**src/rtl/lfm_pkg.sv**
```systemverilog
package lfm_pkg;

    // block geometry
    localparam int unsigned BLOCK_SYMBOLS = 16;
    localparam int unsigned BLK_OFS_W     = $clog2(BLOCK_SYMBOLS);
    localparam int unsigned CNT_W         = $clog2(BLOCK_SYMBOLS + 1);

    // request queue between front and back
    localparam int unsigned QUEUE_DEPTH = 4;
    localparam int unsigned QPTR_W      = $clog2(QUEUE_DEPTH);
    localparam int unsigned QCNT_W      = $clog2(QUEUE_DEPTH + 1);

    // request function codes
    localparam logic [1:0] FUNC_BWT_WR  = 2'd0;
    localparam logic [1:0] FUNC_CKPT_WR = 2'd1;
    localparam logic [1:0] FUNC_QUERY   = 2'd2;

    // nucleotide codes
    localparam logic [1:0] SYM_A = 2'd0;
    localparam logic [1:0] SYM_T = 2'd3;

    // register map (word index into the APB space)
    localparam int unsigned PADDR_W = 5;
    localparam logic [2:0] REG_SEQ_LENGTH  = 3'd0;
    localparam logic [2:0] REG_PRIMARY_ROW = 3'd1;
    localparam logic [2:0] REG_BASE_A      = 3'd2;
    localparam logic [2:0] REG_BASE_C      = 3'd3;
    localparam logic [2:0] REG_BASE_G      = 3'd4;
    localparam logic [2:0] REG_BASE_T      = 3'd5;

    localparam logic [20:0] SEQ_LENGTH_RESET = 21'd64;

    // configuration seen by front and back
    typedef struct packed {
        logic [20:0]      seq_length;
        logic [20:0]      primary_row;
        logic [3:0][20:0] base_count;
    } lfm_cfg_t;

    // classified request held in the queue
    typedef struct packed {
        logic [1:0]  op;
        logic [17:0] wr_index;
        logic [31:0] wr_data;
        logic [16:0] bwt_addr;
        logic        bwt_ok;
        logic [18:0] ckpt_addr;
        logic        ckpt_ok;
        logic [20:0] row;
        logic [1:0]  sym;
        logic        plus_one;
    } lfm_req_t;

endpackage

```
**src/rtl/lfm_front.sv**
```systemverilog
module lfm_front #(
    parameter int unsigned MAX_SYMBOLS = 1048576
) (
    input  logic             start,
    input  logic             busy,
    input  logic [1:0]       func,
    input  logic [17:0]      word_index,
    input  logic [31:0]      word_data,
    input  logic [20:0]      row,
    input  logic [1:0]       symbol,
    input  lfm_pkg::lfm_cfg_t cfg,
    output logic             push,
    output lfm_pkg::lfm_req_t req
);
    import lfm_pkg::*;

    localparam int unsigned WORD_COUNT = MAX_SYMBOLS / BLOCK_SYMBOLS;
    localparam int unsigned CKPT_COUNT = WORD_COUNT * 4;

    logic [16:0] blk;
    logic [16:0] ck_blk;
    logic [18:0] ck_idx;
    logic        keep;

    // address and range precompute for the back end
    always_comb
    begin
        blk    = row[20:BLK_OFS_W];
        // bit 3 set: count down from the block's own checkpoint
        ck_blk = row[BLK_OFS_W-1] ? blk : blk - 17'd1;
        ck_idx = {ck_blk, symbol};

        req.op        = func;
        req.wr_index  = word_index;
        req.wr_data   = word_data;
        req.bwt_addr  = blk;
        req.bwt_ok    = 32'(blk) < WORD_COUNT;
        req.ckpt_addr = ck_idx;
        req.ckpt_ok   = (row[BLK_OFS_W-1] || (blk != '0)) && (32'(ck_idx) < CKPT_COUNT);
        req.row       = row;
        req.sym       = symbol;
        req.plus_one  = (symbol == SYM_T) && (row <= cfg.primary_row);
    end

    // drop unused codes and writes beyond a store
    always_comb
    begin
        unique case (func)
            FUNC_BWT_WR:  keep = 32'(word_index) < WORD_COUNT;
            FUNC_CKPT_WR: keep = 32'(word_index) < CKPT_COUNT;
            FUNC_QUERY:   keep = 1'b1;
            default:      keep = 1'b0;
        endcase
    end

    assign push = start && !busy && keep;

endmodule

```
**config.mk**
```make
export PLATFORM = sky130hd
export DESIGN_NAME = lfm_front
export DESIGN_NICKNAME = d
export VERILOG_FILES = /design/src/rtl/lfm_pkg.sv /design/src/rtl/lfm_front.sv
export SDC_FILE = /design/constraint.sdc
export NUM_CORES = 1
export LEC_CHECK = 0
export ABC_AREA = 1
export ABC_CLOCK_PERIOD_IN_PS = 4400
export BUFFER_PORTS_ARGS = -buffer_cell sky130_fd_sc_hd__clkbuf_2
export CORE_AREA = 5 5 119 121
export DETAILED_ROUTE_END_ITERATION = 8
export DIE_AREA = 0 0 124 126
export PLACE_DENSITY = 0.45
export SYNTH_ARGS = -nofsm -noshare
export SYNTH_HDL_FRONTEND = slang
export SYNTH_SLANG_ARGS = --single-unit
```
**constraint.sdc**
```tcl
create_clock -name vclk -period 4.4
set_clock_uncertainty 0.1 [all_clocks]
set_input_delay 0.88 -clock vclk [all_inputs]
set_output_delay 0.88 -clock vclk [all_outputs]
set_load 0.01 [all_outputs]
```
# ---- Word-level counts from Yosys, hierarchy flattened
# Cells that the tools add are included.
dict set report op_classes {
  n_addsub 1
  n_lt_le_gt_ge 4
  eq_ne 3
  n_mux 2
  n_reduce_logical 9
}
# operator n
set ops {}
lappend ops {{less-or-equal comparator 21 bit} 1}
lappend ops {{less-than comparator 19 bit, second input constant} 1}
lappend ops {{less-than comparator 18 x 17 -> 1 bit, second input constant} 1}
lappend ops {{less-than comparator 17 bit, second input constant} 1}
lappend ops {{two-way mux 17 bit} 1}
lappend ops {{nonzero test 17 bit} 1}
lappend ops {{subtractor 17 x 1 -> 17 bit, second input constant} 1}
lappend ops {{equality test 2 bit, second input constant} 2}
lappend ops {{logical AND 1 bit} 4}
lappend ops {{equality test 2 x 1 -> 1 bit, second input constant} 1}
lappend ops {{zero test 2 bit} 1}
lappend ops {{case mux 1 bit (2 select lines)} 1}
lappend ops {{OR reduction 2 bit} 1}
lappend ops {{zero test 1 bit} 1}
lappend ops {{logical OR 1 bit} 1}
dict set report totals {
  register_bits 0
  in_bits 203
  output_inout_bits 115
  elab_cells 19
}

# ---- Logic depth before layout (Yosys ltp)
dict set report logic_depth {
  depth_word 4
  depth_mapped 11
  depth_no_buf 11
}

# ---- Worst setup path before layout
# No wires, ideal clock.
dict set report synth_timing {
  path_kind {input port to output port}
  startpoint {input row[4]}
  endpoint {output req[24] (netlist bit)}
  arrival_time_ns 1.996
  required_time_ns 3.420
  slack_ns 1.424
  cell_stages 9
  path_cell_list {inv_1 -> ha_1 -> nand2_4 -> nor2_4 -> nand2_4 -> nor2_4 -> nand2_2 -> xor2_1 -> nor2_1}
}
# element line
set synth_rtl {}
lappend synth_rtl {{start: declaration} lfm_front.sv:9} ;# input logic [20:0] row,
lappend synth_rtl {{end: declaration} lfm_front.sv:13} ;# output lfm_pkg::lfm_req_t req

==> results.md <==
* Yosys cell types at 22
* Status: finished, final reports clean
* Post-DRT Antenna Nets at 0
* Combinational fraction of design power at 100.0%
* Die Width at 124 microns
* Final hold slack at roughly 1.7 ns
* Post-DP HPWL at 5230 microns
* Leakage power figure at 0.00117 uW
* IO buf count at ~120
* Crit path kind: in -> out
* Die Ht at roughly 130 microns
* Sw Ratio at about three fifths
* Crit start category: input port
* RSZ-0062 raised after global routing: false
* GRT overflow at 0
* Largest area contributor in the netlist: buf_4
* Highest clock rate at 0.306 GHz
* Setup TNS at 0 ns
* End point of the critical path: req[24]
* Switching power at ~96 uW
* DRC errors left at 0
* Register area at 0 sq um
* Final Cycle Share at roughly 74%
* Vias in the first global route at between 1500 and 2000
* Post-synthesis cell area at about 1800 sq um
* Largest net degree at the start of global routing at 8
* Power share of the sequential group at 0%
* Setup violators final at 0
* Core area at between 10000 and 15000 sq um
* Max_cap viols at 0
* Relative slew slack at a little under 80%
* Crit path time final at 3.27 ns
* Worst Setup SP: row[4]
* Seq Cell Count at 0
* Post-Route WL at roughly 5500 microns
* Leading post-synthesis cells by cell area: buf_4, ha_1, inv_1
* Total GRT Usage at under 10%
* WP data arrival at 2.29 ns
* Final Slew Violations at 0
* Post-synthesis cell count at ~290
* Req. time, crit path at between 3 and 4 ns
* RD Place Congestion at 0.765
* # resized after CTS at 0
* Post-Syn Nets at just over 500
* Cell internal pwr at 67.0 uW
* Vias/cell at about 3.3
* FP Rows at 42
* Drt initial violations at 33
* Area delta synth->final at 5.51%
* Crit end category: output pin
* Drt first pass iters at 4
* Area share of the leading cell type in the synthesized netlist at between 30 and 40%
* Ports at roughly 320
* Slew @ Worst Pin at between 0.3 and 0.4 ns
* Initial antenna violation count at 0
* Worst IR drop on VDD at approximately 0.000018 V
* Average wire per standard cell at roughly 11 microns
* # fillers at about 1500
* Mean post-synth cell area at 6.36 sq um
* Layout cells sized above 1 at about two fifths
* Fin. Hold Viols at 0
* Hold WC Path Type: in -> out
* Clkbuf count at 0
* Synth top cells by count: buf_4, inv_1, nand2_1
* Global-route wire length before repair at roughly 8000 microns
* Pwr Density at ~85 nW/um^2
* Initial Util at around 14%
* Top-count cell post-synth: buf_4
* Die area at 15600 sq um
* CTS Hold Bufs at 0
* Ant diodes at 0
* DR vias at between 1500 and 2000
* Nets@finish at 539
* Register area share after synthesis at 0%
* Crit-path max FO at 5
* Yosys warning total at 0
* Clock share of power at 0%
* Post-CTS setup buffer count at 0
-- cell families after synthesis --
family | count (synthesis) | synth area share (%)
compound gates | 16 | 4.75
buf+inv | 139 | 48.1
fa+ha+maj | 25 | 17.2
simple gates | 95 | 24.6
xor+xnor | 11 | 5.30
-- metal layers --
layer	track usage (%)	share of wire (%)	up-vias
met5	0	0	-
met4	1.29	1.6	0
met3	2.20	15	20
met2	11.7	47	83
met1	7.09	37	670
li1	-	-	834
-- cells in the final DEF, fill, tap and decap left out, types with 2 or more instances in the layout --
cell type and n:
clkbuf_2 117, inv_1 44, nand2_1 44, ha_1 25, nor2_1 24, nand3_1 12
a21oi_1 9, xor2_1 7, o21ai_0 5, xnor2_1 4, nor2_4 3, nor3_1 3
nand2_4 2, nor4b_1 2
-- critical path, stage by stage --
cell,delay [ns]
clkbuf_2,0.13
inv_1,0.13
ha_1,0.24
nand2_4,0.08
nor2_4,0.15
nand2_4,0.08
nor2_4,0.13
nand2_2,0.06
xor2_1,0.15
nor2_1,0.11
clkbuf_2,0.14
-- how the worst min path moves through the flow --
stage	start	end	slack, ns	depth (start not counted)
2_1_floorplan	busy	push	1.71	1
3_3_place_gp	word_index[9]	req[103]	1.66	0
3_5_place_dp	word_index[9]	req[103]	1.66	0
4_1_cts	word_index[9]	req[103]	1.66	0
5_1_grt	word_index[7]	req[101]	1.66	0
6_report	word_index[7]	req[101]	1.66	0
-- metrics by stage --
step	cells	instance area (sq um)	total power [uW]	utilization, %	setup slack (ns)
floorplan	286	1820	156	-	1.42
global placement	485	1920	167	14.8	1.09
detailed placement	485	1920	169	14.8	1.06
CTS	485	1920	170	14.8	1.06
global route	485	1920	187	14.8	0.960
finish	485	1920	163	14.8	1.13
-- area by class of cell --
cell class	count	area [sq um]	share of cell area, %
Multi-Input combinational cell	147	943	49.2
Tap cell	176	220	11.5
Timing Repair Buffer	117	586	30.5
Inverter	45	169	8.81
-- power by group through the flow --
stage	combinational (uW)	sequential (uW)	clock [uW]
floorplan	156	0	0
global placement	167	0	0
detailed placement	169	0	0
CTS	170	0	0
global route	187	0	0
finish	163	0	0
Power figures use the tool's default switching activity.
