**src/rtl/lfm_pkg.sv**
```systemverilog
package lfm_pkg;

    // block geometry
    localparam int unsigned BLOCK_SYMBOLS = 16;
    localparam int unsigned BLK_OFS_W     = $clog2(BLOCK_SYMBOLS);
    localparam int unsigned CNT_W         = $clog2(BLOCK_SYMBOLS + 1);

    // request queue between front and back
    localparam int unsigned QUEUE_DEPTH = 4;
    localparam int unsigned QPTR_W      = $clog2(QUEUE_DEPTH);
    localparam int unsigned QCNT_W      = $clog2(QUEUE_DEPTH + 1);

    // request function codes
    localparam logic [1:0] FUNC_BWT_WR  = 2'd0;
    localparam logic [1:0] FUNC_CKPT_WR = 2'd1;
    localparam logic [1:0] FUNC_QUERY   = 2'd2;

    // nucleotide codes
    localparam logic [1:0] SYM_A = 2'd0;
    localparam logic [1:0] SYM_T = 2'd3;

    // register map (word index into the APB space)
    localparam int unsigned PADDR_W = 5;
    localparam logic [2:0] REG_SEQ_LENGTH  = 3'd0;
    localparam logic [2:0] REG_PRIMARY_ROW = 3'd1;
    localparam logic [2:0] REG_BASE_A      = 3'd2;
    localparam logic [2:0] REG_BASE_C      = 3'd3;
    localparam logic [2:0] REG_BASE_G      = 3'd4;
    localparam logic [2:0] REG_BASE_T      = 3'd5;

    localparam logic [20:0] SEQ_LENGTH_RESET = 21'd64;

    // configuration seen by front and back
    typedef struct packed {
        logic [20:0]      seq_length;
        logic [20:0]      primary_row;
        logic [3:0][20:0] base_count;
    } lfm_cfg_t;

    // classified request held in the queue
    typedef struct packed {
        logic [1:0]  op;
        logic [17:0] wr_index;
        logic [31:0] wr_data;
        logic [16:0] bwt_addr;
        logic        bwt_ok;
        logic [18:0] ckpt_addr;
        logic        ckpt_ok;
        logic [20:0] row;
        logic [1:0]  sym;
        logic        plus_one;
    } lfm_req_t;

endpackage

```
**src/rtl/lfm_queue.sv**
```systemverilog
module lfm_queue (
    input  logic              clk,
    input  logic              rst_n,
    input  logic              push,
    input  lfm_pkg::lfm_req_t push_req,
    input  logic              pop,
    output logic              head_valid,
    output lfm_pkg::lfm_req_t head,
    output logic              full
);
    import lfm_pkg::*;

    lfm_req_t            entry_reg [QUEUE_DEPTH];
    logic [QPTR_W-1:0]   wr_ptr_reg;
    logic [QPTR_W-1:0]   wr_ptr_next;
    logic [QPTR_W-1:0]   rd_ptr_reg;
    logic [QPTR_W-1:0]   rd_ptr_next;
    logic [QCNT_W-1:0]   count_reg;
    logic [QCNT_W-1:0]   count_next;

    assign head_valid = count_reg != '0;
    assign head       = entry_reg[rd_ptr_reg];
    assign full       = count_reg == QCNT_W'(QUEUE_DEPTH);

    // pointer and fill update
    always_comb
    begin
        wr_ptr_next = push ? wr_ptr_reg + 1'b1 : wr_ptr_reg;
        rd_ptr_next = pop ? rd_ptr_reg + 1'b1 : rd_ptr_reg;
        count_next  = count_reg + QCNT_W'(push) - QCNT_W'(pop);
    end

    always_ff @(posedge clk or negedge rst_n)
    begin
        if (!rst_n)
        begin
            wr_ptr_reg <= '0;
            rd_ptr_reg <= '0;
            count_reg  <= '0;
        end
        else
        begin
            wr_ptr_reg <= wr_ptr_next;
            rd_ptr_reg <= rd_ptr_next;
            count_reg  <= count_next;
        end
    end

    // entry storage
    always_ff @(posedge clk)
    begin
        if (push)
        begin
            entry_reg[wr_ptr_reg] <= push_req;
        end
    end

    a_no_overflow: assert property (@(posedge clk) disable iff (!rst_n)
        push |-> (count_reg < QCNT_W'(QUEUE_DEPTH)))
        else $error("request pushed into a full queue");

    a_no_underflow: assert property (@(posedge clk) disable iff (!rst_n)
        pop |-> (count_reg != '0))
        else $error("request popped from an empty queue");

    a_fill_hold: assert property (@(posedge clk) disable iff (!rst_n)
        (!push && !pop) |=> $stable(count_reg))
        else $error("queue fill moved without push or pop");

endmodule

```
**config.mk**
```make
export PLATFORM = sky130hd
export DESIGN_NAME = lfm_queue
export DESIGN_NICKNAME = d
export VERILOG_FILES = /design/src/rtl/lfm_pkg.sv /design/src/rtl/lfm_queue.sv
export SDC_FILE = /design/constraint.sdc
export NUM_CORES = 1
export LEC_CHECK = 0
export BUFFER_PORTS_ARGS = -buffer_cell sky130_fd_sc_hd__buf_4
export CAP_MARGIN = 20
export CORE_AREA = 2 2 240 242
export CTS_CLUSTER_DIAMETER = 30
export DETAILED_ROUTE_END_ITERATION = 8
export DIE_AREA = 0 0 242 244
export SYNTH_ARGS = -nofsm -noshare
export SYNTH_HDL_FRONTEND = slang
export SYNTH_SLANG_ARGS = --single-unit
```
**constraint.sdc**
```tcl
create_clock -name clk -period 11.9 [get_ports clk]
set_input_delay 0.595 -clock clk [delete_from_list [all_inputs] [get_ports clk]]
set_output_delay 0.595 -clock clk [all_outputs]
set_load 0.02 [all_outputs]
```
# After elaboration in Yosys (flattened, before gate mapping)
# Memory sizes are Yosys's and may differ from the RTL's.
# Cells that the tools add are included.
# word_totals
ff_bits	7
mem_bits_rw	456
inputBits	118
output_inout_bits	116
wordCells	12
mem_count	1
# op_classes
addsub	4
n_eq_ne	1
mux	2
n_reduce_logical	1
# memory_table
memory	depth	width	rd	rd_ports_with_merged_regs	write_ports	line_no	source
entry_reg	4	114	1	0	1	lfm_queue.sv:13	lfm_req_t entry_reg [QUEUE_DEPTH];
# op_table
op	count
adder 2 x 1 -> 2 bit (second input constant)	2
adder 3 x 1 -> 3 bit	1
equality test 3 bit (second input constant)	1
nonzero test 3 bit	1
subtractor 3 x 1 -> 3 bit	1
two-way mux 1 bit	2

# Longest topological paths before layout
# Gate-level depths: netlist (run 1).
# logic_depth
word_depth	2
mapped_depth	7
depth_no_buf	7

# Least setup slack after synthesis (run 1)
# Ideal clock, no wire load.
# synth_timing
kind	reg-to-reg
startpoint	register wr_ptr_reg[0]
endpoint	memory entry_reg[0][0] (netlist bit) (enable)
setup_ns	0.486
arrival_time_ns	3.245
required_time_ns	11.414
slack_ns	8.169
path_stages_with_launch	4
n_path_buf	0
synth_period_minus_slack_ns	3.731
cell_sequence	dfrtp_1 > inv_1 > ha_1 > and2_1
# synth_lines
item	line_no	source
start, declared	lfm_queue.sv:14	logic [QPTR_W-1:0] wr_ptr_reg;
start signal, assigned	lfm_queue.sv:43	wr_ptr_reg <= wr_ptr_next;
end, declared	lfm_queue.sv:13	
# No word-level cell before the write port.

==> results of run 1 <==
## metal layers
metal  vias to the layer above  global-route usage  wire, µm  part of all wire
met5                         -                   0        18           0.00051
met4                         2             0.05338       867             0.025
met3                        64             0.04642      2724             0.078
met2                       250              0.1908     17100              0.49
met1                      4092              0.1450     14350              0.41
li1                       3428                   -         -                 -
## per-stage QoR
stage	hold WS [ns]	instances	setup WS [ns]
floorplan	0.2994	630	8.169
global placement	0.4121	1604	8.509
detailed placement	0.4112	1604	8.514
CTS	0.1333	1790	7.829
global route	0.1433	1790	7.696
finish	0.1794	1790	8.008
## worst min-delay path by stage
stage                  from                to  slack (ns)  depth (start not counted)
4_1_cts        push_req[70]  entry_reg[1][70]        0.13                          1
3_3_place_gp          rst_n      count_reg[2]        0.41                          1
2_1_floorplan         rst_n      count_reg[0]        0.30                          0
3_5_place_dp          rst_n      count_reg[0]        0.41                          1
6_report       push_req[11]  entry_reg[2][11]        0.18                          1
5_1_grt        push_req[70]  entry_reg[2][70]        0.14                          1
## cells in the final DEF (no fill, tap or decap), types with 3 or more instances in the layout
cell type,count
ha_1,6
clkinvlp_4,18
edfxtp_1,456
xnor2_1,3
dfrtp_1,5
and2_4,4
clkbuf_16,104
buf_4,244
inv_6,10
clkbuf_1,3
bufinv_16,17
inv_1,6
mux4_2,114
clkinv_4,7
clkinv_2,13
clkinv_1,12
## repair_timing
action	in CTS	in global routing
endpoints found under the hold margin	7	0
resized for setup	0	0
hold buffers	1	0
## report_power, final
| part | leakage [nW] | internal, mW | switching (mW) |
|---|---|---|---|
| clock network | 1.68 | 1.95 | 0.877 |
| registers | 4.27 | 2.14 | 0.114 |
| logic | 2.03 | 0.771 | 0.961 |
| total | 7.98 | 4.87 | 1.95 |
## critical path, delay by kind of cell, from the launching register on
family | cells | cell delay (ns)
flip-flops | 1 | 1.04
buffers and inverters | 2 | 0.95
multiplexers | 1 | 0.61
## logic make-up (layout without fill, tap and decap cells)
logic type | Yosys count | in the layout
flip-flops | 463 | 463
multiplexers | 114 | 114
buffers and inverters | 32 | 436
AND/OR/NAND/NOR | 8 | 8
adder cells (fa/ha/maj) | 7 | 7
XOR/XNOR | 5 | 5
AO/OA/AOI/OAI | 1 | 1
## area by class of cell
cell class / instances / area [µm²] / area share
repair buffers: 245 / 1842 / 0.08012
flip-flops and latches: 463 / 13880 / 0.6036
well taps: 756 / 945.9 / 0.04115
multi-input cells: 135 / 2766 / 0.1203
inverters: 6 / 22.52 / 0.0009798
clock buffers: 107 / 2614 / 0.1137
clock inverters: 78 / 920.9 / 0.04006
==> metrics.md, run 1 <==
| Metric | Value |
|---|---|
| Worst Setup SP | rd_ptr_reg[0] |
| Post-route setup TNS | 0 ns |
| Area of the core | 0.05617 mm² |
| Number of global-route vias before repair | approximately 8600 |
| GRT overflow | 0 |
| Pwr Total | 6.818 mW |
| Endpoints failing hold | 0 |
| Initial antenna violation count | 1 |
| First DRT Iteration DRCs | 324 |
| Mean Syn Cell Area | roughly 27 µm² |
| Slowest-stage cell, CP | dfrtp_4 |
| CP Capture Type | primary output |
| Mux cell area share after synthesis | 0.1527 |
| First-pass GRT wire length | 53160 µm |
| Max frequency | about 260 MHz |
| Largest net degree at the start of global routing | 62 |
| Period utilization | 0.3271 |
| Total CTS buffers | 101 |
| Arr. time, crit path | approximately 3.3 ns |
| IO buf count | 233 |
| Synthesized area | ~0.017 mm² |
| Placement Cell Area | 0.01944 mm² |
| Reg-to-reg slack, setup | 9.02 ns |
| Clock Path Buffers | 3 |
| Final wirelength | 35060 µm |
| Number of clock sinks | 463 |
| FF+latch count, synth | 463 |
| Initial Utilization | 0.2993 |
| Synth Net Count | 755 |
| Area leader, netlist | edfxtp_1 |
| Pwr Density | 296.6 mW/mm² |
| R2R depth | 4 |
| YS warnings | 0 |
| Total track usage | 0.1199 |
| Type of origin of the critical path | flop |
| RSZ-0062 raised after global routing | false |
| Clock latency on the worst-skew pair | slightly above 0.6 ns |
| Total number of vias | 7836 |
| Synthesized-area fraction occupied by and/or/nand/nor cells | 0.002679 |
| Hold crit path type | primary input to flop |
| Pin slew with the least headroom to its limit | 0.9938 ns |
| Antenna Cells | 0 |
| Leakage power | 7.980 nW |
| Max FFs per register | 456 |
| Fin nets | around 1100 |
| Final Max Slew Viols | 0 |
| Post-synth EDFFs | 456 |
| Share of layout cells above drive strength 1 | 0.5164 |
| DP HPWL | roughly 20000 µm |
| Crit path kind | flop to primary output |
| Synth Area in Compound Gates | 0.0002977 |
| I/O pin count | around 230 |
| Final-report setup violation count | 0 |
| Cell mode on critical path | buf_4 |
| DRT Pass-1 Iters | 6 |
| Relative slew slack | 0.3375 |
| Critical path, cell by cell | buf_4, mux4_2, buf_4 |
| FFs w/ async S/R, synth | 0.01512 |
| Synth Instances | 630 |
| Most numerous cell in the Yosys netlist | edfxtp_1 |
| Outcome | finished, final reports clean |
| Row cnt | 87 |
| Post-synthesis share of cell area spent on xor and xnor gates | 0.002605 |
| WL/cell | 19.59 µm |
| Number of vias per cell | 4.378 |
| Final design utilization | 0.4092 |
| Number of H-tree levels | 3 |
| Antenna-violating nets left | 0 |
| Synth cell count leaders | 456 x edfxtp_1, 114 x mux4_2, 14 x buf_2, 7 x dfrtp_1 |
| FILL cells | 4915 |
| Max_cap viols | 0 |
| Main combinational cell family by area after synthesis | multiplexers |
| Main synth FF type | edfxtp_1 |
| Die X | between 200 and 250 µm |
| Top cell type's share of synthesized area | 0.8145 |
| Min Tclk post-route | between 3 and 4 ns |
| Synthesis-to-layout area growth | 36.74% |
| DRC errors left | 0 |
| Highest ir drop seen on vdd | approximately 0.18 mV |
| Critical path's largest stage delay | ~1.0 ns |
| Die H | ~240 µm |
| Seq/Total Area, Yosys | 0.8249 |
| R2r endpoint | entry_reg[0][20] |
| CTS tree | yes |
| Worst Setup EP | head[80] |
| Crit-path max FO | 45 |
| Placer congestion estimate | 0.6775 |
| Clock transition at path regs | about 0.050 ns |
| Synth top area cells | edfxtp_1 81%, mux4_2 15%, dfrtp_1 1.0% |
| Synth Area in Adders | 0.005656 |
| Critical Path RT | 11.31 ns |
| Clk root buf | clkbuf_16 |
| Postcts setup bufs | 0 |
| Layout Skew | 0.01500 ns |
| Post-Layout Inst Area | 0.02299 mm² |
| RR Startpoint | wr_ptr_reg[0] |
| Cell variety after synth | 17 |
| Die area | 0.05905 mm² |
Power figures use the tool's default switching activity.
==> run 2: changes to the inputs <==
--- a/config.mk
+++ b/config.mk
@@ -5,12 +5,13 @@
 export SDC_FILE = /design/constraint.sdc
 export NUM_CORES = 1
 export LEC_CHECK = 0
+export ABC_AREA = 1
 export BUFFER_PORTS_ARGS = -buffer_cell sky130_fd_sc_hd__buf_4
 export CAP_MARGIN = 20
-export CORE_AREA = 2 2 240 242
+export CORE_AREA = 2 2 259 261
 export CTS_CLUSTER_DIAMETER = 30
 export DETAILED_ROUTE_END_ITERATION = 8
-export DIE_AREA = 0 0 242 244
+export DIE_AREA = 0 0 261 263
 export SYNTH_ARGS = -nofsm -noshare
 export SYNTH_HDL_FRONTEND = slang
 export SYNTH_SLANG_ARGS = --single-unit
==> constraint.sdc (replaced) <==
create_clock -name clk -period 3.2 [get_ports clk]
set_input_delay 0.16 -clock clk [delete_from_list [all_inputs] [get_ports clk]]
set_output_delay 0.16 -clock clk [all_outputs]
set_load 0.02 [all_outputs]
==> run 2 against run 1 <==
Against the previous run:
- critical path depth rose by 2
- via count increased by 69%
- sequential power rose to 3.7 times the previous value
- cell area grew 17%
- worst setup slack lost 7.6 ns
- routed wire length rose by 32%
- clock skew decreased by 0.0036 ns
- non-clock buffer count grew 128
- die area rose by 16%
- global-route usage grew 1.7 points
- combinational power grew to 5.2 times the previous value
==> metrics.md, run 2 <==
| Metric | Value |
|---|---|
| Reg-to-reg slack, setup | 0.96 ns (was 9.02 ns) |
| CTS tree | yes (unchanged) |
| IO buf count | 233 (unchanged) |
| Post-Layout Inst Area | 0.02682 mm² (was 0.02299 mm²) |
| Total number of vias | 13280 (was 7836) |
| Synth top area cells | edfxtp_1 70%, nand2_1 11%, inv_1 8.9% (was edfxtp_1 81%, mux4_2 15%, dfrtp_1 1.0%) |
| Critical path, cell by cell | buf_12, nand2_1, nand3_1, nand2_1, buf_4 (was buf_4, mux4_2, buf_4) |
| WL met1 | 19140 µm (was 14350 µm) |
| Die X | 261 µm (was 242 µm) |
| Fin nets | 2358 (was 1077) |
| DRT Pass-1 Iters | 4 (was 6) |
| First DRT Iteration DRCs | 766 (was 324) |
| CP Capture Type | primary output (unchanged) |
| Type of origin of the critical path | flop (unchanged) |
| Clock latency on the worst-skew pair | 0.61 ns (was 0.62 ns) |
| Family with the most delay on the worst path | flip-flops (unchanged) |
| Share of layout cells above drive strength 1 | 0.1770 (was 0.5164) |
| Number of vias per cell | 4.172 (was 4.378) |
| FF+latch count, synth | 463 (unchanged) |
| Hold crit path type | primary input to flop (unchanged) |
| Crit path kind | flop to primary output (unchanged) |
| DP HPWL | 25490 µm (was 19930 µm) |
| Number of H-tree levels | 3 (unchanged) |
| GRT overflow | 0 (unchanged) |
| Clk root buf | clkbuf_16 (unchanged) |
| Highest ir drop seen on vdd | 0.6891 mV (was 0.1844 mV) |
| FILL cells | 6072 (was 4915) |
| Synthesis-to-layout area growth | 36.52% (was 36.74%) |
| Top cell type's share of synthesized area | 0.6971 (was 0.8145) |
| Max FFs per register | 456 (unchanged) |
| Mean Syn Cell Area | 10.72 µm² (was 26.68 µm²) |
| Post-route setup TNS | 0 ns (unchanged) |
| Max_cap viols | 0 (unchanged) |
| Final-report setup violation count | 0 (unchanged) |
| Row cnt | 94 (was 87) |
| Number of clock sinks | 463 (unchanged) |
| Relative slew slack | 0.4129 (was 0.3375) |
| Clock Path Buffers | 3 (unchanged) |
| Crit-path max FO | 128 (was 45) |
| Post-CTS sizing | 0 (unchanged) |
| Slowest-stage cell, CP | dfrtp_4 (unchanged) |
| Critical path's largest stage delay | 0.89 ns (was 1.04 ns) |
| Placer congestion estimate | 0.7421 (was 0.6775) |
| FFs w/ async S/R, synth | 0.01512 (unchanged) |
| I/O pin count | 234 (unchanged) |
| Placement Cell Area | 0.02225 mm² (was 0.01944 mm²) |
| Min Tclk post-route | 2.831 ns |
| Initial antenna violation count | 3 (was 1) |
| Final wirelength | 46250 µm (was 35060 µm) |
| Uppermost routed layer | met5 (unchanged) |
| Main synth FF type | edfxtp_1 (unchanged) |
| Synth Instances | 1833 (was 630) |
| First-pass GRT wire length | 73260 µm (was 53160 µm) |
| Cell variety after synth | 17 (unchanged) |
| Total CTS buffers | 102 (was 101) |
| Area leader, netlist | edfxtp_1 (unchanged) |
| Critical Path RT | 3.04 ns (was 11.31 ns) |
| YS warnings | 0 (unchanged) |
| Die area | 0.06864 mm² (was 0.05905 mm²) |
| Endpoints failing hold | 0 (unchanged) |
| Most frequent cells in the layout | 581 x nand2_1, 464 x inv_1, 456 x edfxtp_1, 245 x buf_4, 230 x nand3_1 (was 456 x edfxtp_1, 244 x buf_4, 114 x mux4_2, 104 x clkbuf_16, 18 x clkinvlp_4) |
| Period utilization | 0.8847 |
| WL/cell | 14.53 µm (was 19.59 µm) |
| Max frequency | between 300 and 400 MHz |
| Met3 wire len | 2798 µm (was 2724 µm) |
| Synthesized area | 0.01964 mm² (was 0.01681 mm²) |
| Most numerous cell in the Yosys netlist | nand2_1 (was edfxtp_1) |
| Number of global-route vias before repair | 13734 (was 8576) |
| Final Max Slew Viols | 0 (unchanged) |
| Clock transition at path regs | 0.04 ns (was 0.05 ns) |
| Pwr Density | 1024 mW/mm² (was 296.6 mW/mm²) |
| Total track usage | 0.1373 (was 0.1199) |
| Cell mode on critical path | nand2_1 (was buf_4) |
| Leakage power | 12.19 nW (was 7.980 nW) |
| Metal2 WL | 22880 µm (was 17100 µm) |
| Post-synth EDFFs | 456 (unchanged) |
| Outcome | finished, final reports clean (unchanged) |
| Arr. time, crit path | 2.67 ns (was 3.30 ns) |
| Layout Skew | 0.01143 ns (was 0.01500 ns) |
| Initial Utilization | 0.2993 (about the same) |
| Commonest non-fill, non-tap cell in the layout | nand2_1 (was edfxtp_1) |
| Synth cell count leaders | 581 x nand2_1, 468 x inv_1, 456 x edfxtp_1, 230 x nand3_1, 31 x buf_2 (was 456 x edfxtp_1, 114 x mux4_2, 14 x buf_2, 7 x dfrtp_1) |
| Largest net degree at the start of global routing | 129 (was 62) |
| Seq/Total Area, Yosys | 0.7060 (was 0.8249) |
| Pin slew with the least headroom to its limit | 0.8806 ns (was 0.9938 ns) |
| Area of the core | 0.06563 mm² (was 0.05617 mm²) |
| DRC errors left | 0 (unchanged) |
| RSZ-0062 raised after global routing | false (unchanged) |
| Synth Net Count | 1958 (was 755) |
| Antenna-violating nets left | 0 (unchanged) |
| CP bufs+invs | 2 (unchanged) |
| Die H | 263 µm (was 244 µm) |
==> run 2: what timing repair did <==
action | 4_1_cts | 5_1_grt
hold buffers | 118 | 0
endpoints found under the setup margin | 0 | 0
hold endpoints to repair | 468 | 0
setup buffers | 0 | 0
==> run 2: final cells by class <==
cell class | instances | area [µm²] | area share
clock inverter | 67 | 718.2 | 0.02678
inverter | 470 | 1787 | 0.06663
sequential | 463 | 13880 | 0.5174
antenna | 2 | 5.005 | 0.0001866
clock buffer | 121 | 2666 | 0.09943
timing repair buffer | 373 | 3221 | 0.1201
multi-input combinational | 823 | 3463 | 0.1291
tap | 864 | 1081 | 0.04031
==> run 2: logic make-up (layout without fill, tap and decap cells) <==
kind of cell / after synthesis / in the layout / share of synthesized area
and+or+nand+nor: 812 / 812 / 0.1699
buffers and inverters: 547 / 1031 / 0.1177
DFF: 463 / 463 / 0.7060
adders and majority gates: 7 / 7 / 0.004841
xor gates and xnor gates: 3 / 3 / 0.001338
AOI/OAI and AO/OA: 1 / 1 / 0.0002545
other: 0 / 2 / 0
==> run 2: layer usage <==
| layer | global-route usage | vias to the layer above |
|---|---|---|
| met1 | 0.1619 | 6278 |
| met2 | 0.2366 | 343 |
| li1 | - | 6559 |
| met4 | 0.05697 | 2 |
| met3 | 0.03485 | 98 |
| met5 | 0 | - |
==> run 2: final timing paths <==
| check | start | end | cells past startpoint |
|---|---|---|---|
| hold / removal | push_req[98] | entry_reg[2][98] | 2 |
| setup / recovery | rd_ptr_reg[0] | head[46] | 5 |
| max in group asynchronous | rst_n | rd_ptr_reg[0] | 3 |
| min in group asynchronous | rst_n | wr_ptr_reg[0] | 3 |
| setup reg to reg | wr_ptr_reg[1] | entry_reg[1][31] | 6 |
| hold reg to reg | wr_ptr_reg[0] | wr_ptr_reg[0] | 1 |
==> run 2: where the power goes <==
| group | internal [mW] | switching (mW) | leakage (nW) |
|---|---|---|---|
| clock network | 6.93 | 3.15 | 1.64 |
| registers | 7.97 | 0.417 | 4.27 |
| logic | 3.06 | 5.94 | 6.28 |
==> run 2: through the flow <==
step	cells	power [mW]	hold slack (ns)	util	setup WS, ns
2_1_floorplan	1833	14.03	-0.1356	-	0.4045
3_3_place_gp	2875	17.37	-0.007135	0.3390	0.8509
3_5_place_dp	2875	17.52	-0.008128	0.3390	0.9041
4_1_cts	3181	27.87	0.2122	0.4085	0.2835
5_1_grt	3183	29.04	0.2505	0.4086	0.1397
6_report	3183	27.46	0.2781	0.4086	0.3691
==> run 3: changes to the inputs <==
--- a/config.mk
+++ b/config.mk
@@ -5,13 +5,12 @@
 export SDC_FILE = /design/constraint.sdc
 export NUM_CORES = 1
 export LEC_CHECK = 0
-export ABC_AREA = 1
 export BUFFER_PORTS_ARGS = -buffer_cell sky130_fd_sc_hd__buf_4
 export CAP_MARGIN = 20
-export CORE_AREA = 2 2 259 261
+export CORE_AREA = 2 2 240 242
 export CTS_CLUSTER_DIAMETER = 30
 export DETAILED_ROUTE_END_ITERATION = 8
-export DIE_AREA = 0 0 261 263
+export DIE_AREA = 0 0 242 244
 export SYNTH_ARGS = -nofsm -noshare
 export SYNTH_HDL_FRONTEND = slang
 export SYNTH_SLANG_ARGS = --single-unit
==> constraint.sdc (replaced) <==
create_clock -name clk -period 3.7 [get_ports clk]
set_input_delay 0.185 -clock clk [delete_from_list [all_inputs] [get_ports clk]]
set_output_delay 0.185 -clock clk [all_outputs]
set_load 0.02 [all_outputs]
==> run 3 against run 2 <==
Against the previous run:
- hold slack gained 0.038 ns
- die area shrank 14%
- routed wire length shrank 23%
- combinational power shrank 35%
- critical path depth shrank 2
- utilization grew 1.9 points
- global-route usage shrank 1.5 points
- worst setup slack gained 0.51 ns
==> metrics.md, run 3 (synthesized netlist as in run 1, its figures left out) <==
| Metric | Value |
|---|---|
| Max FFs per register | 456 (unchanged) |
| Final Max Slew Viols | 0 (unchanged) |
| RSZ-0062 raised after global routing | false (unchanged) |
| CP Capture Type | primary output (unchanged) |
| Slowest-stage cell, CP | dfrtp_4 (unchanged) |
| Max_cap viols | 0 (unchanged) |
| Number of global-route vias before repair | 9511 (was 13734) |
| CTS tree | yes (unchanged) |
| Placer congestion estimate | 0.6672 (was 0.7421) |
| Die X | 242 µm (was 261 µm) |
| Total number of vias | 8375 (was 13280) |
| Number of H-tree levels | 3 (unchanged) |
| IO buf count | 233 (unchanged) |
| DRC errors left | 0 (unchanged) |
| Total track usage | 0.1225 (was 0.1373) |
| GRT overflow | 0 (unchanged) |
| Fin nets | 1198 (was 2358) |
| Outcome | finished, final reports clean (unchanged) |
| Largest net degree at the start of global routing | 115 (was 129) |
| Most frequent cells in the layout | 456 x edfxtp_1, 244 x buf_4, 118 x dlygate4sd3_1, 114 x mux4_2, 97 x clkbuf_16 (was 581 x nand2_1, 464 x inv_1, 456 x edfxtp_1, 245 x buf_4, 230 x nand3_1) |
| Layout Skew | 0.02048 ns (was 0.01143 ns) |
| Commonest non-fill, non-tap cell in the layout | edfxtp_1 (was nand2_1) |
| Clock Path Buffers | 3 (unchanged) |
| Cell mode on critical path | buf_4 (was nand2_1) |
| Crit-path max FO | 33 (was 128) |
| WL/cell | 18.64 µm (was 14.53 µm) |
| Die H | 244 µm (was 263 µm) |
| Critical path's largest stage delay | 0.93 ns (was 0.89 ns) |
| Global-route track usage on met3 | 0.04796 (was 0.03485) |
| Final-report setup violation count | 0 (unchanged) |
| Clock latency on the worst-skew pair | 0.61 ns (about the same) |
| Die area | 0.05905 mm² (was 0.06864 mm²) |
| Period utilization | 0.7613 |
| Row cnt | 87 (was 94) |
| Clk root buf | clkbuf_16 (unchanged) |
| CP bufs+invs | 2 (unchanged) |
| Arr. time, crit path | 2.63 ns (was 2.67 ns) |
| Leakage power | 8.404 nW (was 12.19 nW) |
| Number of vias per cell | 4.383 (was 4.172) |
| Post-CTS sizing | 0 (unchanged) |
| Initial antenna violation count | 4 (was 3) |
| Post-route setup TNS | 0 ns (unchanged) |
| Min Tclk post-route | 2.817 ns |
| GR peak layer | met2 (unchanged) |
| DRT Pass-1 Iters | 4 (unchanged) |
| First DRT Iteration DRCs | 471 (was 766) |
| Final wirelength | 35620 µm (was 46250 µm) |
| Type of origin of the critical path | flop (unchanged) |
| Clock transition at path regs | 0.05 ns (was 0.04 ns) |
| Area of the core | 0.05617 mm² (was 0.06563 mm²) |
| Relative slew slack | 0.4212 (was 0.4129) |
| Number of clock sinks | 463 (unchanged) |
| Family with the most delay on the worst path | flip-flops (unchanged) |
| Initial Utilization | 0.2993 (about the same) |
| DP HPWL | 20110 µm (was 25490 µm) |
| I/O pin count | 234 (unchanged) |
| Share of layout cells above drive strength 1 | 0.4523 (was 0.1770) |
| Placement Cell Area | 0.01962 mm² (was 0.02225 mm²) |
| Highest ir drop seen on vdd | 0.7361 mV (was 0.6891 mV) |
| Pin slew with the least headroom to its limit | 0.8682 ns (was 0.8806 ns) |
| Max frequency | 355.0 MHz |
| Critical path, cell by cell | buf_4, mux4_2, buf_4 (was buf_12, nand2_1, nand3_1, nand2_1, buf_4) |
| First-pass GRT wire length | 55370 µm (was 73260 µm) |
| Synthesis-to-layout area growth | 42.90% (was 36.52%) |
| Critical Path RT | 3.51 ns (was 3.04 ns) |
| Crit path kind | flop to primary output (unchanged) |
| Pwr Total | 21.47 mW (was 27.46 mW) |
| Endpoints failing hold | 0 (unchanged) |
| Pwr Density | 893.6 mW/mm² (was 1024 mW/mm²) |
| Post-Layout Inst Area | 0.02402 mm² (was 0.02682 mm²) |
| Hold crit path type | primary input to flop (unchanged) |
| Antenna-violating nets left | 0 (unchanged) |
| Total CTS buffers | 96 (was 102) |
| Met1 global-route usage | 0.1470 (was 0.1619) |
| Met2 track demand over resource | 0.1982 (was 0.2366) |
[run 3: area by class of cell]
class                           instances  area (µm²)
Timing Repair Buffer                  371        3193
Antenna cell                            1       2.502
Fill cell                            4872       32150
Multi-Input combinational cell        135        2766
Sequential cell                       463       13880
Inverter                                6       22.52
Tap cell                              756       945.9
Clock inverter                         66       729.5
Clock buffer                          113        2487
[run 3: routing by layer]
layer,wire length (µm),vias to the layer above
met2,17320,266
met3,2833,68
met4,820,4
li1,-,3667
met5,27,-
met1,14620,4370
[run 3: timing repair]
action / 4_1_cts / 5_1_grt
setup buffers: 0 / 0
setup endpoints to repair: 0 / 0
hold endpoints to repair: 468 / 0
hold buffers: 118 / 0
[run 3: power by group]
group,leakage (nW),internal (mW),switching (mW),total (mW)
clock,1.53,5.64,2.71,8.35
sequential,4.27,6.88,0.369,7.25
combinational,2.60,2.72,3.15,5.87
[run 3: through the flow]
step                      cells  setup slack [ns]    util  hold WS (ns)
after floorplan             630           0.05850       -       -0.1106
final                      1911            0.8830  0.4277        0.3166
after global placement     1613             1.414  0.3494      0.008477
after detailed placement   1613             1.414  0.3494      0.007597
after CTS                  1910            0.7349  0.4276        0.2621
after global routing       1911            0.6674  0.4277        0.2785
[run 3: worst paths after layout]
path | from | endpoint | slack, ns | cells after the start
min in group asynchronous | rst_n | wr_ptr_reg[0] | 0.57 | 3
worst max-delay path | rd_ptr_reg[0] | head[109] | 0.88 | 3
worst min-delay path | push_req[28] | entry_reg[1][28] | 0.32 | 2
worst min register to register | wr_ptr_reg[0] | wr_ptr_reg[0] | 0.53 | 1
max in group asynchronous | rst_n | rd_ptr_reg[0] | 2.85 | 3
worst max register to register | wr_ptr_reg[0] | entry_reg[2][89] | 1.71 | 4
